**src/hdl/wfp_pkg.sv**
```systemverilog
`default_nettype none

package wfp_pkg;

	// depth of the word queue between the header parser and the output stage
	localparam int QUEUE_DEPTH = 4;

	localparam logic [6:0] LEN_EXT16 = 7'd126;
	localparam logic [6:0] LEN_EXT64 = 7'd127;

	typedef enum logic [1:0] {
		KIND_DATA  = 2'd0,
		KIND_EMPTY = 2'd1,
		KIND_ERROR = 2'd2
	} kind_t;

	typedef struct packed {
		kind_t      kind;
		logic [7:0] raw;
		logic [7:0] key;
		logic [3:0] opcode;
		logic       fin;
		logic       last;
	} word_t;

endpackage

`default_nettype wire

```
**src/hdl/wfp_front.sv**
```systemverilog
`default_nettype none

module wfp_front (
	input  wire logic           clk,
	input  wire logic           arst_n,
	input  wire logic           accept,
	input  wire logic [7:0]     in_byte,
	output logic                push,
	output wfp_pkg::word_t      push_word
);

	typedef enum logic [6:0] {
		PH_HDR0  = 7'b0000001,
		PH_HDR1  = 7'b0000010,
		PH_EXT16 = 7'b0000100,
		PH_EXT64 = 7'b0001000,
		PH_KEY   = 7'b0010000,
		PH_DATA  = 7'b0100000,
		PH_ERR   = 7'b1000000
	} phase_t;

	phase_t      phase_q, phase_d;
	logic        fin_q, fin_d;
	logic [3:0]  opcode_q, opcode_d;
	logic        mask_q, mask_d;
	logic [31:0] blen_q, blen_d;
	logic [2:0]  cnt_q, cnt_d;
	logic [31:0] key_q, key_d;
	logic [31:0] pcount_q, pcount_d;
	logic        err_q, err_d;
	logic        hdr_done;
	logic [31:0] pcount_inc;
	logic [7:0]  key_byte;

	assign pcount_inc = pcount_q + 32'd1;
	// key byte 0 sits in the top byte
	assign key_byte = key_q[{~pcount_q[1:0], 3'b000} +: 8];

	always_comb begin
		phase_d = phase_q;
		fin_d = fin_q;
		opcode_d = opcode_q;
		mask_d = mask_q;
		blen_d = blen_q;
		cnt_d = cnt_q;
		key_d = key_q;
		pcount_d = pcount_q;
		err_d = err_q;
		hdr_done = 1'b0;
		push = 1'b0;
		push_word.kind = wfp_pkg::KIND_DATA;
		push_word.raw = in_byte;
		push_word.key = key_byte;
		push_word.opcode = opcode_q;
		push_word.fin = fin_q;
		push_word.last = 1'b0;
		if (accept) begin
			case (phase_q)
				PH_HDR0: begin
					fin_d = in_byte[7];
					opcode_d = in_byte[3:0];
					phase_d = PH_HDR1;
				end
				PH_HDR1: begin
					mask_d = in_byte[7];
					key_d = '0;
					pcount_d = '0;
					cnt_d = '0;
					blen_d = '0;
					if (in_byte[6:0] == wfp_pkg::LEN_EXT16) begin
						phase_d = PH_EXT16;
					end else if (in_byte[6:0] == wfp_pkg::LEN_EXT64) begin
						phase_d = PH_EXT64;
					end else begin
						blen_d = {25'd0, in_byte[6:0]};
						hdr_done = 1'b1;
					end
				end
				PH_EXT16: begin
					blen_d = {16'd0, blen_q[7:0], in_byte};
					cnt_d = cnt_q + 3'd1;
					if (cnt_q == 3'd1) begin
						cnt_d = '0;
						hdr_done = 1'b1;
					end
				end
				PH_EXT64: begin
					blen_d = {blen_q[23:0], in_byte};
					// upper half of the 64-bit length must be zero
					if (cnt_q == 3'd3) begin
						if (blen_d != 32'd0) begin
							err_d = 1'b1;
						end
						blen_d = '0;
					end
					if (cnt_q == 3'd7) begin
						cnt_d = '0;
						if (err_q) begin
							phase_d = PH_ERR;
							push = 1'b1;
							push_word.kind = wfp_pkg::KIND_ERROR;
						end else begin
							hdr_done = 1'b1;
						end
					end else begin
						cnt_d = cnt_q + 3'd1;
					end
				end
				PH_KEY: begin
					key_d = {key_q[23:0], in_byte};
					cnt_d = cnt_q + 3'd1;
					if (cnt_q == 3'd3) begin
						cnt_d = '0;
						if (blen_q == 32'd0) begin
							phase_d = PH_HDR0;
							push = 1'b1;
							push_word.kind = wfp_pkg::KIND_EMPTY;
						end else begin
							phase_d = PH_DATA;
							pcount_d = '0;
						end
					end
				end
				PH_DATA: begin
					push = 1'b1;
					push_word.last = (pcount_inc == blen_q);
					pcount_d = pcount_inc;
					if (pcount_inc == blen_q) begin
						phase_d = PH_HDR0;
						pcount_d = '0;
					end
				end
				PH_ERR: begin
					// drop everything until reset
				end
				default: begin
					phase_d = PH_HDR0;
				end
			endcase
			if (hdr_done) begin
				if (mask_d) begin
					phase_d = PH_KEY;
					cnt_d = '0;
				end else if (blen_d == 32'd0) begin
					phase_d = PH_HDR0;
					push = 1'b1;
					push_word.kind = wfp_pkg::KIND_EMPTY;
				end else begin
					phase_d = PH_DATA;
					pcount_d = '0;
				end
			end
		end
	end

	always_ff @(posedge clk or negedge arst_n) begin
		if (!arst_n) begin
			phase_q <= PH_HDR0;
			fin_q <= 1'b0;
			opcode_q <= '0;
			mask_q <= 1'b0;
			blen_q <= '0;
			cnt_q <= '0;
			key_q <= '0;
			pcount_q <= '0;
			err_q <= 1'b0;
		end else begin
			phase_q <= phase_d;
			fin_q <= fin_d;
			opcode_q <= opcode_d;
			mask_q <= mask_d;
			blen_q <= blen_d;
			cnt_q <= cnt_d;
			key_q <= key_d;
			pcount_q <= pcount_d;
			err_q <= err_d;
		end
	end

endmodule

`default_nettype wire

```
**src/hdl/wfp_queue.sv**
```systemverilog
`default_nettype none

module wfp_queue #(
	parameter int DEPTH = wfp_pkg::QUEUE_DEPTH
) (
	input  wire logic           clk,
	input  wire logic           arst_n,
	input  wire logic           push,
	input  wire wfp_pkg::word_t push_word,
	output logic                full,
	input  wire logic           pop,
	output logic                nonempty,
	output wfp_pkg::word_t      pop_word
);

	localparam int AW = (DEPTH > 1) ? $clog2(DEPTH) : 1;
	localparam int CW = $clog2(DEPTH + 1);

	wfp_pkg::word_t store_q [DEPTH];
	logic [AW-1:0]  wr_ptr_q;
	logic [AW-1:0]  rd_ptr_q;
	logic [CW-1:0]  count_q;

	assign full = (count_q == CW'(DEPTH));
	assign nonempty = (count_q != '0);
	assign pop_word = store_q[rd_ptr_q];

	always_ff @(posedge clk) begin
		if (push) begin
			store_q[wr_ptr_q] <= push_word;
		end
	end

	always_ff @(posedge clk or negedge arst_n) begin
		if (!arst_n) begin
			wr_ptr_q <= '0;
			rd_ptr_q <= '0;
			count_q <= '0;
		end else begin
			if (push) begin
				wr_ptr_q <= (wr_ptr_q == AW'(DEPTH - 1)) ? '0 : wr_ptr_q + AW'(1);
			end
			if (pop) begin
				rd_ptr_q <= (rd_ptr_q == AW'(DEPTH - 1)) ? '0 : rd_ptr_q + AW'(1);
			end
			if (push && !pop) begin
				count_q <= count_q + CW'(1);
			end else if (pop && !push) begin
				count_q <= count_q - CW'(1);
			end
		end
	end

endmodule

`default_nettype wire

```
**src/hdl/wfp_back.sv**
```systemverilog
`default_nettype none

module wfp_back (
	input  wire logic           clk,
	input  wire logic           arst_n,
	input  wire logic           word_avail,
	input  wire wfp_pkg::word_t word,
	output logic                pop,
	output logic                out_valid,
	input  wire logic           out_stall,
	output logic [7:0]          payload_byte,
	output logic [3:0]          frame_opcode,
	output logic                final_fragment,
	output logic                last,
	output logic                empty_frame,
	output logic                length_error
);

	logic       valid_q;
	logic [7:0] data_q;
	logic [3:0] opcode_q;
	logic       fin_q;
	logic       last_q;
	logic       empty_q;
	logic       err_q;
	logic [7:0] data_d;
	logic       last_d;
	logic       empty_d;
	logic       err_d;

	// refill the output register whenever it is free or being taken
	assign pop = word_avail && (!valid_q || !out_stall);

	always_comb begin
		data_d = '0;
		last_d = 1'b0;
		empty_d = 1'b0;
		err_d = 1'b0;
		case (word.kind)
			wfp_pkg::KIND_DATA: begin
				data_d = word.raw ^ word.key;
				last_d = word.last;
			end
			wfp_pkg::KIND_EMPTY: begin
				last_d = 1'b1;
				empty_d = 1'b1;
			end
			wfp_pkg::KIND_ERROR: begin
				err_d = 1'b1;
			end
			default: begin
			end
		endcase
	end

	always_ff @(posedge clk or negedge arst_n) begin
		if (!arst_n) begin
			valid_q <= 1'b0;
		end else if (!valid_q || !out_stall) begin
			valid_q <= word_avail;
		end
	end

	always_ff @(posedge clk) begin
		if (pop) begin
			data_q <= data_d;
			opcode_q <= word.opcode;
			fin_q <= word.fin;
			last_q <= last_d;
			empty_q <= empty_d;
			err_q <= err_d;
		end
	end

	assign out_valid = valid_q;
	assign payload_byte = data_q;
	assign frame_opcode = opcode_q;
	assign final_fragment = fin_q;
	assign last = last_q;
	assign empty_frame = empty_q;
	assign length_error = err_q;

endmodule

`default_nettype wire

```
**src/hdl/websocket_frame_parser.sv**
```systemverilog
`default_nettype none

// Websocket frame deframer. One stream byte is taken per cycle while in_stall is low;
// header, extended-length and masking-key bytes give no word, each payload byte gives one
// unmasked word tagged with fin and opcode, a zero-length frame gives one empty_frame
// word, and a 64-bit length above 32 bits gives one length_error word after which every
// byte is dropped until reset. A taken byte passes through the queue and then the output
// register before it shows on out_valid; while neither side stalls, the block sustains one
// byte per cycle in and one word per cycle out. The parser writes into a QUEUE_DEPTH-word
// queue that feeds the output register; in_stall rises only while that queue is full, so
// output stalls reach the input after the queue and the output register have filled.
module websocket_frame_parser #(
	parameter int QUEUE_DEPTH = wfp_pkg::QUEUE_DEPTH
) (
	input  wire logic        clk,
	input  wire logic        arst_n,
	input  wire logic        in_valid,
	output logic             in_stall,
	input  wire logic [7:0]  in_byte,
	output logic             out_valid,
	input  wire logic        out_stall,
	output logic [7:0]       payload_byte,
	output logic [3:0]       frame_opcode,
	output logic             final_fragment,
	output logic             last,
	output logic             empty_frame,
	output logic             length_error
);

	logic           accept;
	logic           push;
	wfp_pkg::word_t push_word;
	logic           full;
	logic           pop;
	logic           nonempty;
	wfp_pkg::word_t pop_word;

	assign in_stall = full;
	assign accept = in_valid && !full;

	wfp_front u_front (
		.clk       (clk),
		.arst_n    (arst_n),
		.accept    (accept),
		.in_byte   (in_byte),
		.push      (push),
		.push_word (push_word)
	);

	wfp_queue #(
		.DEPTH (QUEUE_DEPTH)
	) u_queue (
		.clk       (clk),
		.arst_n    (arst_n),
		.push      (push),
		.push_word (push_word),
		.full      (full),
		.pop       (pop),
		.nonempty  (nonempty),
		.pop_word  (pop_word)
	);

	wfp_back u_back (
		.clk            (clk),
		.arst_n         (arst_n),
		.word_avail     (nonempty),
		.word           (pop_word),
		.pop            (pop),
		.out_valid      (out_valid),
		.out_stall      (out_stall),
		.payload_byte   (payload_byte),
		.frame_opcode   (frame_opcode),
		.final_fragment (final_fragment),
		.last           (last),
		.empty_frame    (empty_frame),
		.length_error   (length_error)
	);

endmodule

`default_nettype wire

```
**config.mk**
```make
export PLATFORM = sky130hd
export DESIGN_NAME = websocket_frame_parser
export DESIGN_NICKNAME = d
export VERILOG_FILES = /design/src/hdl/wfp_pkg.sv /design/src/hdl/wfp_front.sv /design/src/hdl/wfp_queue.sv /design/src/hdl/wfp_back.sv /design/src/hdl/websocket_frame_parser.sv
export SDC_FILE = /design/constraint.sdc
export NUM_CORES = 1
export LEC_CHECK = 0
export BUFFER_PORTS_ARGS = -buffer_cell sky130_fd_sc_hd__buf_2
export CAP_MARGIN = 30
export CORE_MARGIN = 5
export CORE_UTILIZATION = 51
export CTS_CLUSTER_SIZE = 20
export DETAILED_ROUTE_END_ITERATION = 12
export GPL_ROUTABILITY_DRIVEN = 0
export HOLD_SLACK_MARGIN = 0.05
export PLACE_DENSITY = 0.72
export SLEW_MARGIN = 20
export SYNTH_ARGS = -nofsm -noshare
export SYNTH_HDL_FRONTEND = slang
export SYNTH_SLANG_ARGS = --single-unit
```
**constraint.sdc**
```tcl
create_clock -name clk -period 3.72 [get_ports clk]
set_input_delay 0.186 -clock clk [delete_from_list [all_inputs] [get_ports clk]]
set_output_delay 0.186 -clock clk [all_outputs]
set_load 0.01 [all_outputs]
```
==> results of run 1 <==
## layer usage
metal	up-vias	track usage	wire length, um
li1	3544	-	-
met1	3809	0.2934	11100
met2	250	0.3394	12160
met3	53	0.02718	1417
met4	0	0.05686	639
met5	-	0	0
## through the flow
stage | hold WS (ns) | utilization | power [uW]
final | 0.09199 | 0.5892 | 7851
after global routing | 0.08041 | 0.5892 | 8267
after detailed placement | 0.3900 | 0.5461 | 5435
after global placement | 0.3983 | 0.5461 | 5378
after CTS | 0.07981 | 0.5877 | 7897
after floorplan | -0.1096 | - | 4805
## area by class of cell
| class | count | area [um2] |
|---|---|---|
| inverter | 13 | 48.80 |
| fill | 1727 | 8937 |
| clock buffer | 37 | 739.5 |
| multi-input combinational | 616 | 4626 |
| tap | 280 | 350.3 |
| sequential | 233 | 6392 |
| clock inverter | 5 | 86.33 |
| timing repair buffer | 80 | 575.6 |
## registers in the layout, summed over array words and instances (netlist names)
register	cells
u_back.empty_frame	1
u_back.final_fragment	1
u_back.frame_opcode	4
u_back.last	1
u_back.length_error	1
u_back.out_valid	1
u_back.payload_byte	8
u_front.blen_q	32
u_front.cnt_q	3
u_front.err_q	1
u_front.fin_q	1
u_front.key_q	32
u_front.mask_q	1
u_front.opcode_q	4
u_front.pcount_q	32
u_front.phase_q	7
u_queue.count_q	3
u_queue.rd_ptr_q	2
u_queue.store_q	96
u_queue.wr_ptr_q	2
## power by group
group	switching, uW	internal [uW]	total [uW]
clock network	951	1500	2450
registers	308	3100	3400
logic	1120	877	2000
total	2380	5470	7850
## worst max-delay path, cell delays in order (launching register included)
cell and delay, ns:
dfrtp_1 0.41, ha_1 0.25, ha_1 0.24, nor4b_2 0.38
o21a_1 0.17, o21ba_2 0.17, o221a_2 0.29, nand2_1 0.06
nor3_1 0.06, a41oi_1 0.26, a21oi_1 0.14, ha_1 0.24
inv_1 0.08, fa_1 0.39, mux2_2 0.27
## repair_timing
item | in CTS | in global routing
endpoints found under the hold margin | 97 | 0
setup endpoints to repair | 0 | 2
gates resized for setup | 0 | 2
hold buffers | 8 | 0
## cell usage in the layout (no fill, tap or decap), types with 4 or more instances in the layout
cell type,instances
inv_1,13
nand4b_1,4
mux2i_1,14
a31oi_1,14
nor2b_1,10
xnor2_1,69
a22o_1,56
ha_1,12
nand2_1,75
dfrtp_1,120
nand2b_1,6
o22ai_1,5
or4_1,5
o31ai_1,7
dlygate4sd3_1,8
or2_2,8
buf_2,28
clkbuf_16,24
edfxtp_1,112
nor4_2,4
o21a_1,4
nand4_1,19
nor2_1,51
nand3b_1,9
nor4_1,13
mux4_2,24
o21ai_1,7
nor3_1,18
and2_1,6
clkbuf_1,4
mux2_2,11
a21o_1,5
a21oi_1,6
xor2_1,19
clkbuf_8,9
o21ai_0,32
and3_1,13
buf_4,42
nand3_1,35
## path summary, 6_finish.rpt
path                       depth (start not counted)                     end  slack [ns]
setup / recovery                                  14      u_queue.count_q[1]        0.18
hold / removal                                     2  u_queue.store_q[0][15]        0.09
setup reg to reg                                  14      u_queue.count_q[1]        0.18
hold reg to reg                                    1       u_front.key_q[30]        0.50
max in group asynchronous                          3      u_front.phase_q[0]        2.83
min in group asynchronous                          2       u_front.key_q[15]        0.18
## logic make-up after synthesis
logic type               Yosys count  share of synthesized area
buffers and inverters             62                    0.02344
adder cells (fa/ha/maj)           13                    0.01511
multiplexers                      49                    0.07142
AND/OR/NAND/NOR                  301                     0.1450
AO/OA/AOI/OAI                    165                     0.1092
flip-flops                       233                     0.5675
XOR/XNOR                          88                    0.06842
==> out/results.txt, run 1 <==
The worst setup path is of the reg -> reg kind. The final instance area came out at 0.01282 mm2. The run finished with clean final reports. The register bit total from synthesis is 233, and the worst setup margin is 0.1837 ns. The worst-case IR drop observed on VDD is 0.3712 mV. Post-route fraction of the period consumed by the critical path: 0.9506. Clock-pin slew was measured on the worst setup and hold paths at 0.06 ns. The tools report the iteration-0 DRC count of the detailed router as 602. The number of vias after detailed routing was 7656. After synthesis, the cell types taking the most area are edfxtp_1 (30%), dfrtp_1 (27%), xnor2_1 (5.4%). Entering global routing, the biggest net connects 72 pins. The sequential fraction of the synthesis area was 0.5675; the total of buffers placed on input and output ports was 29.

The number of instances in the placed design came out at 1213. In the synthesized netlist the dominant register cell turns out to be dfrtp_1. After global routing the overflow that remains totals 0. The number of global-route vias before repair came out at 7541. 0 antenna diodes ended up in the layout. Setup repair after global routing left no endpoint under its margin. Summed over all instances, the cell type with the most area after synthesis is edfxtp_1. The global routing usage summed across all routing layers was 0.2070. Among all cell types in the netlist, the one instantiated most often is dfrtp_1. Averaged over all synthesized cells, the footprint is 12.37 um2. Net count of the mapped netlist: 936.

The ratio of cells with drive above 1 in the final layout was 0.1809. In this run the worst hold path is classified as in -> reg. In the routed design, unresolved DRC markers number 0. The area share of the leading cell type in the synthesized netlist is 0.2986, and the final clock skew is 0.02137 ns. Final setup TNS: 0 ns. The critical-path maximum fanout came out at 4. Final-report max-slew violation count: 0. TritonCTS built the clock tree. Synthesis produced 911 cells.

For this block, the routed nets add up to 25320 um of wire. The routed design could run at a clock period as short as 3.536 ns. The source of the critical timing path was u_front.cnt_q[0]. Derived from the worst setup path, the maximum achievable clock frequency is 282.8 MHz. Distinct cell type count of the synthesized netlist: 77. The die boundary height is 158.6 um.

STA classifies the critical path endpoint as a flip-flop. The worst hold path begins at in_byte[1]. 30 I/O pins were placed. Setup violations remaining at the end of the flow were counted as 0. The number of nets in the finished design was 993; the number of warnings printed during yosys synthesis was 0.

The relative slew slack is 0.5375. In the synthesized netlist, the cells that appear most often are dfrtp_1 (120), edfxtp_1 (112), nand2_1 (75). The die covers 0.02516 mm2.

The count of maximum capacitance violations was 0. The worst setup path is launched from a flip-flop. The number of flops mapped to enable cells by yosys is 112.

For the insertion delay to the later sink of the worst-skew pair, the log shows 0.52 ns. Counting every sink on the clock net gives 233. Deepest level of the CTS H-tree: 1. For the pin with the worst max-slew slack, the measured transition is 0.6930 ns. The remaining antenna violation count after routing was 0.

Data on the critical path is required at its endpoint by 4.12 ns. The initialized floorplan defines 54 standard-cell rows. Compared with the post-synthesis result, the final layout area differs by 13.80%. The total power divided by cell area was 612.5 mW/mm2. The cell at the root of the clock tree is clkbuf_16.

The placed instances occupy a cell area of 0.01188 mm2. After detailed routing, the number of vias per cell comes to 6.057. The run gives 24 as the total clock buffers created by CTS. Data arrives at the worst endpoint at 3.94 ns.

The logs give 0.01126 mm2 for the post-synthesis instance area and 3 for the maximum clock path buffer count. The number of antenna violations at the first check in global routing is 0, and the starting density of the core is 0.5178. After floorplanning, the core was sized to cover 0.02176 mm2.

The floorplan step set the die width to 158.6 um. Post-CTS timing repair inserted 0 buffers for setup. The logs give 0.1462 ns for the setup slack after placement and 17260 um for the post-DP HPWL. The length of the first detailed-routing pass in iterations came out at 7. The analysis attributes to cell leakage a power of 0.005021 uW.

The count of non-filler cells in the finished layout was 1264; the first-pass GRT wire length was 41190 um. The count of final hold-check violations is 0. After detailed routing, the average wire length per cell comes to 20.03 um. The share of synthesized registers carrying an async set or reset came out at 0.5193. The worst register-to-register path begins at u_front.cnt_q[0].
(Power assumes the default switching activity.)
==> inputs of run 2 (changes only) <==
--- a/config.mk
+++ b/config.mk
@@ -7,13 +7,16 @@
 export LEC_CHECK = 0
 export BUFFER_PORTS_ARGS = -buffer_cell sky130_fd_sc_hd__buf_2
 export CAP_MARGIN = 30
+export CELL_PAD_IN_SITES_DETAIL_PLACEMENT = 1
+export CELL_PAD_IN_SITES_GLOBAL_PLACEMENT = 1
 export CORE_MARGIN = 5
 export CORE_UTILIZATION = 51
 export CTS_CLUSTER_SIZE = 20
 export DETAILED_ROUTE_END_ITERATION = 12
 export GPL_ROUTABILITY_DRIVEN = 0
-export HOLD_SLACK_MARGIN = 0.05
-export PLACE_DENSITY = 0.72
+export GPL_TIMING_DRIVEN = 0
+export HOLD_SLACK_MARGIN = 0.02
+export PLACE_DENSITY = 0.84
 export SLEW_MARGIN = 20
 export SYNTH_ARGS = -nofsm -noshare
 export SYNTH_HDL_FRONTEND = slang
==> out/results.txt, run 2 (synthesized netlist as in run 1, its figures left out) <==
In the detailed route, the total length drawn on met3 is 2081 um. The slew at the pin closest to its max-slew limit was 0.9200 ns; the starting density of the core was 0.5178. The register with the most flip-flops in the layout has 96 of them. The tools report the count of maximum capacitance violations as 0. The design draws 8492 uW. The count of final hold-check violations came out at 0.

Entering global routing, the biggest net connects 89 pins. The logs give 2199 for the total of fill cells in the finished design and 0.3820 for the relative slew slack. In this run the worst hold path is classified as in -> reg. Before antenna repair, the detailed router went through 5 iterations. The number of DRC violations after detailed routing was 0. The number of global-route vias before repair is 8792, and the detail-routed via count per cell is 6.338. The logs give 32650 um for the routed wire length and 0.01293 mm2 for the final instance area. The peak ir drop on the vdd network came out at 0.3378 mV. Clock skew on the completed layout was measured at 0.01246 ns.

On the worst path, the slowest cell contributes a delay of 0.47 ns. The iteration-0 DRC count of the detailed router is 582. TritonCTS built the clock tree. The library cells used most frequently in the layout, excluding fill and tap cells, are dfrtp_1 (120), edfxtp_1 (112), nand2_1 (74). For the length of routed wiring on met1, the log shows 13100 um. Setup repair after global routing could not meet its margin everywhere.

The leading cell type in the layout, fill and taps excluded was dfrtp_1. The critical path in this run is classified as reg -> reg. The ratio of cells with drive above 1 in the final layout is 0.1715. For the critical path data arrival time, the log shows 4.10 ns. On the critical path, the stage with the largest delay is an instance of dfrtp_1.

The run gives 233 as the total number of clock tree sinks. In the final routed layout, each cell accounts on average for 25.57 um. The maximum clock path buffer count was 3; the area of the die was 0.02516 mm2. The clock input transition at the sequential cells of the worst setup and hold paths came out at 0.06 ns. The first global-routing pass estimated 51250 um of wire. The insertion delay to the later sink of the worst-skew pair was 0.53 ns; the critical path buffer and inverter count was 1. For the placement-stage cell area, the log shows 0.01184 mm2. The run gives 54 as the number of cell rows. The cell seen most often among critical-path stages is xor2_1. The routed design uses 16400 um of met2 wire.

The critical path goes through nor4_4, and3_1, nand4_1, a21oi_2, nand2_1, nor3_4, a41oi_2, a21oi_4, ha_1, inv_1, fa_1, xor2_1, nor2_1, xor2_1. The die boundary height was 158.6 um. The flow ran to the end, and the final reports show no timing, DRC or antenna violations. The routed layout has 8094 vias. The final-report max-slew violation count was 0.

The tools report the element type at the critical path end as a flip-flop. Type of element launching the critical path: a flip-flop. The largest register by flop count was u_queue.store_q. The deepest level of the CTS H-tree is 1, and the total power divided by cell area is 656.6 mW/mm2.

Detailed placement ended at an HPWL of 21900 um. The global routing usage summed across all routing layers was 0.2670. In this run the static leakage power is 0.005004 uW. The post-route fraction of the period consumed by the critical path was 0.9832.

The synthesis-to-layout area growth was 14.81%; the horizontal die dimension was 158.6 um. The detail route stage leaves a number of antenna-violating nets equal to 0. The remaining global-route overflow was 0.

The repair_antennas step left the layout with diodes totalling 0. The fmax was 273.4 MHz; the critical-path maximum fanout was 4. Broken down by cell family, the worst path's largest delay share belongs to simple AND/OR/NAND/NOR gates.

The worst path in the final design needs a cycle of 3.658 ns, including I/O delays and setup. Number of antenna violations at the first check in global routing: 0. The data required time of the worst path was 4.16 ns; the core area was 0.02176 mm2. Clock tree synthesis inserted a total of 25 buffers. The run gives 30 as the I/O pin count. The cell at the root of the clock tree was clkbuf_16. Setup violations remaining at the end of the flow were counted as 0.

The highest metal layer with signal wires was met4. The total of buffers placed on input and output ports is 29, and the number of nets in the finished design is 1003.
==> run 2: changes by cell type in the layout (fill, tap and decap cells not counted), sizes merged <==
cell / before / now
clkbuf: 37 / 61
inv: 13 / 15
clkinvlp: 0 / 1
buf: 72 / 54
clkinv: 3 / 6
bufinv: 2 / 7
dlygate4sd3: 8 / 4
==> run 2: metrics by stage <==
stage | hold slack, ns | utilization | setup TNS [ns] | setup WS [ns] | instances
global route | 0.02107 | 0.5944 | -0.1531 | -0.1343 | 1277
CTS | 0.02982 | 0.5925 | 0 | 0.01670 | 1275
global placement | 0.4412 | 0.5405 | -76.40 | -0.7888 | 1220
floorplan | -0.1096 | - | 0 | 0.3113 | 911
detailed placement | 0.06775 | 0.5444 | -54.76 | -0.8126 | 1224
finish | 0.03582 | 0.5944 | 0 | 0.06247 | 1277
==> run 2: area by class of cell <==
type                       count  area (um2)  share of cell area
timing repair buffer          40       291.5             0.02254
buffer                        49       219.0             0.01693
multi-input combinational    616        4707              0.3640
tap                          280       350.3             0.02709
clock buffer                  30       654.4             0.05060
clock inverter                16       269.0             0.02080
sequential                   233        6392              0.4943
inverter                      13       48.80            0.003773
==> run 2: timing repair <==
item / in CTS / in global routing
endpoints found under the hold margin: 129 / 0
hold buffers: 4 / 0
setup endpoints to repair: 109 / 108
buffers inserted: 1 / 0
pin swaps: 1 / 2
resized for setup: 13 / 12
==> run 2: worst paths after layout <==
check | end | start | slack, ns | cells past startpoint
max | u_queue.count_q[2] | u_front.blen_q[1] | 0.06 | 14
min | u_queue.store_q[2][19] | in_byte[5] | 0.04 | 1
max reg2reg | u_queue.count_q[2] | u_front.blen_q[1] | 0.06 | 14
min reg2reg | u_front.err_q | u_front.err_q | 0.50 | 1
max in group asynchronous | u_front.blen_q[27] | arst_n | 2.84 | 3
min in group asynchronous | u_front.phase_q[1] | arst_n | 0.12 | 2
==> run 2: worst reg2reg max path: stages, from the launching register on <==
cell     delay, ns
dfrtp_1       0.47
nor4_4        0.37
and3_1        0.33
nand4_1       0.27
a21oi_2       0.25
nand2_1       0.11
nor3_4        0.19
a41oi_2       0.09
a21oi_4       0.29
ha_1          0.24
inv_1         0.07
fa_1          0.43
xor2_1        0.17
nor2_1        0.13
xor2_1        0.17
==> run 2: report_power, final <==
group          switching, uW  total (uW)  internal, uW
Combinational           1380        2270           894
Sequential               302        3400          3100
Clock                   1070        2820          1750
==> run 2: routing by layer <==
| metal | vias up | global-route usage |
|---|---|---|
| met4 | 0 | 0.09586 |
| met2 | 282 | 0.4664 |
| li1 | 3567 | - |
| met5 | - | 0 |
| met3 | 77 | 0.05219 |
| met1 | 4168 | 0.3312 |
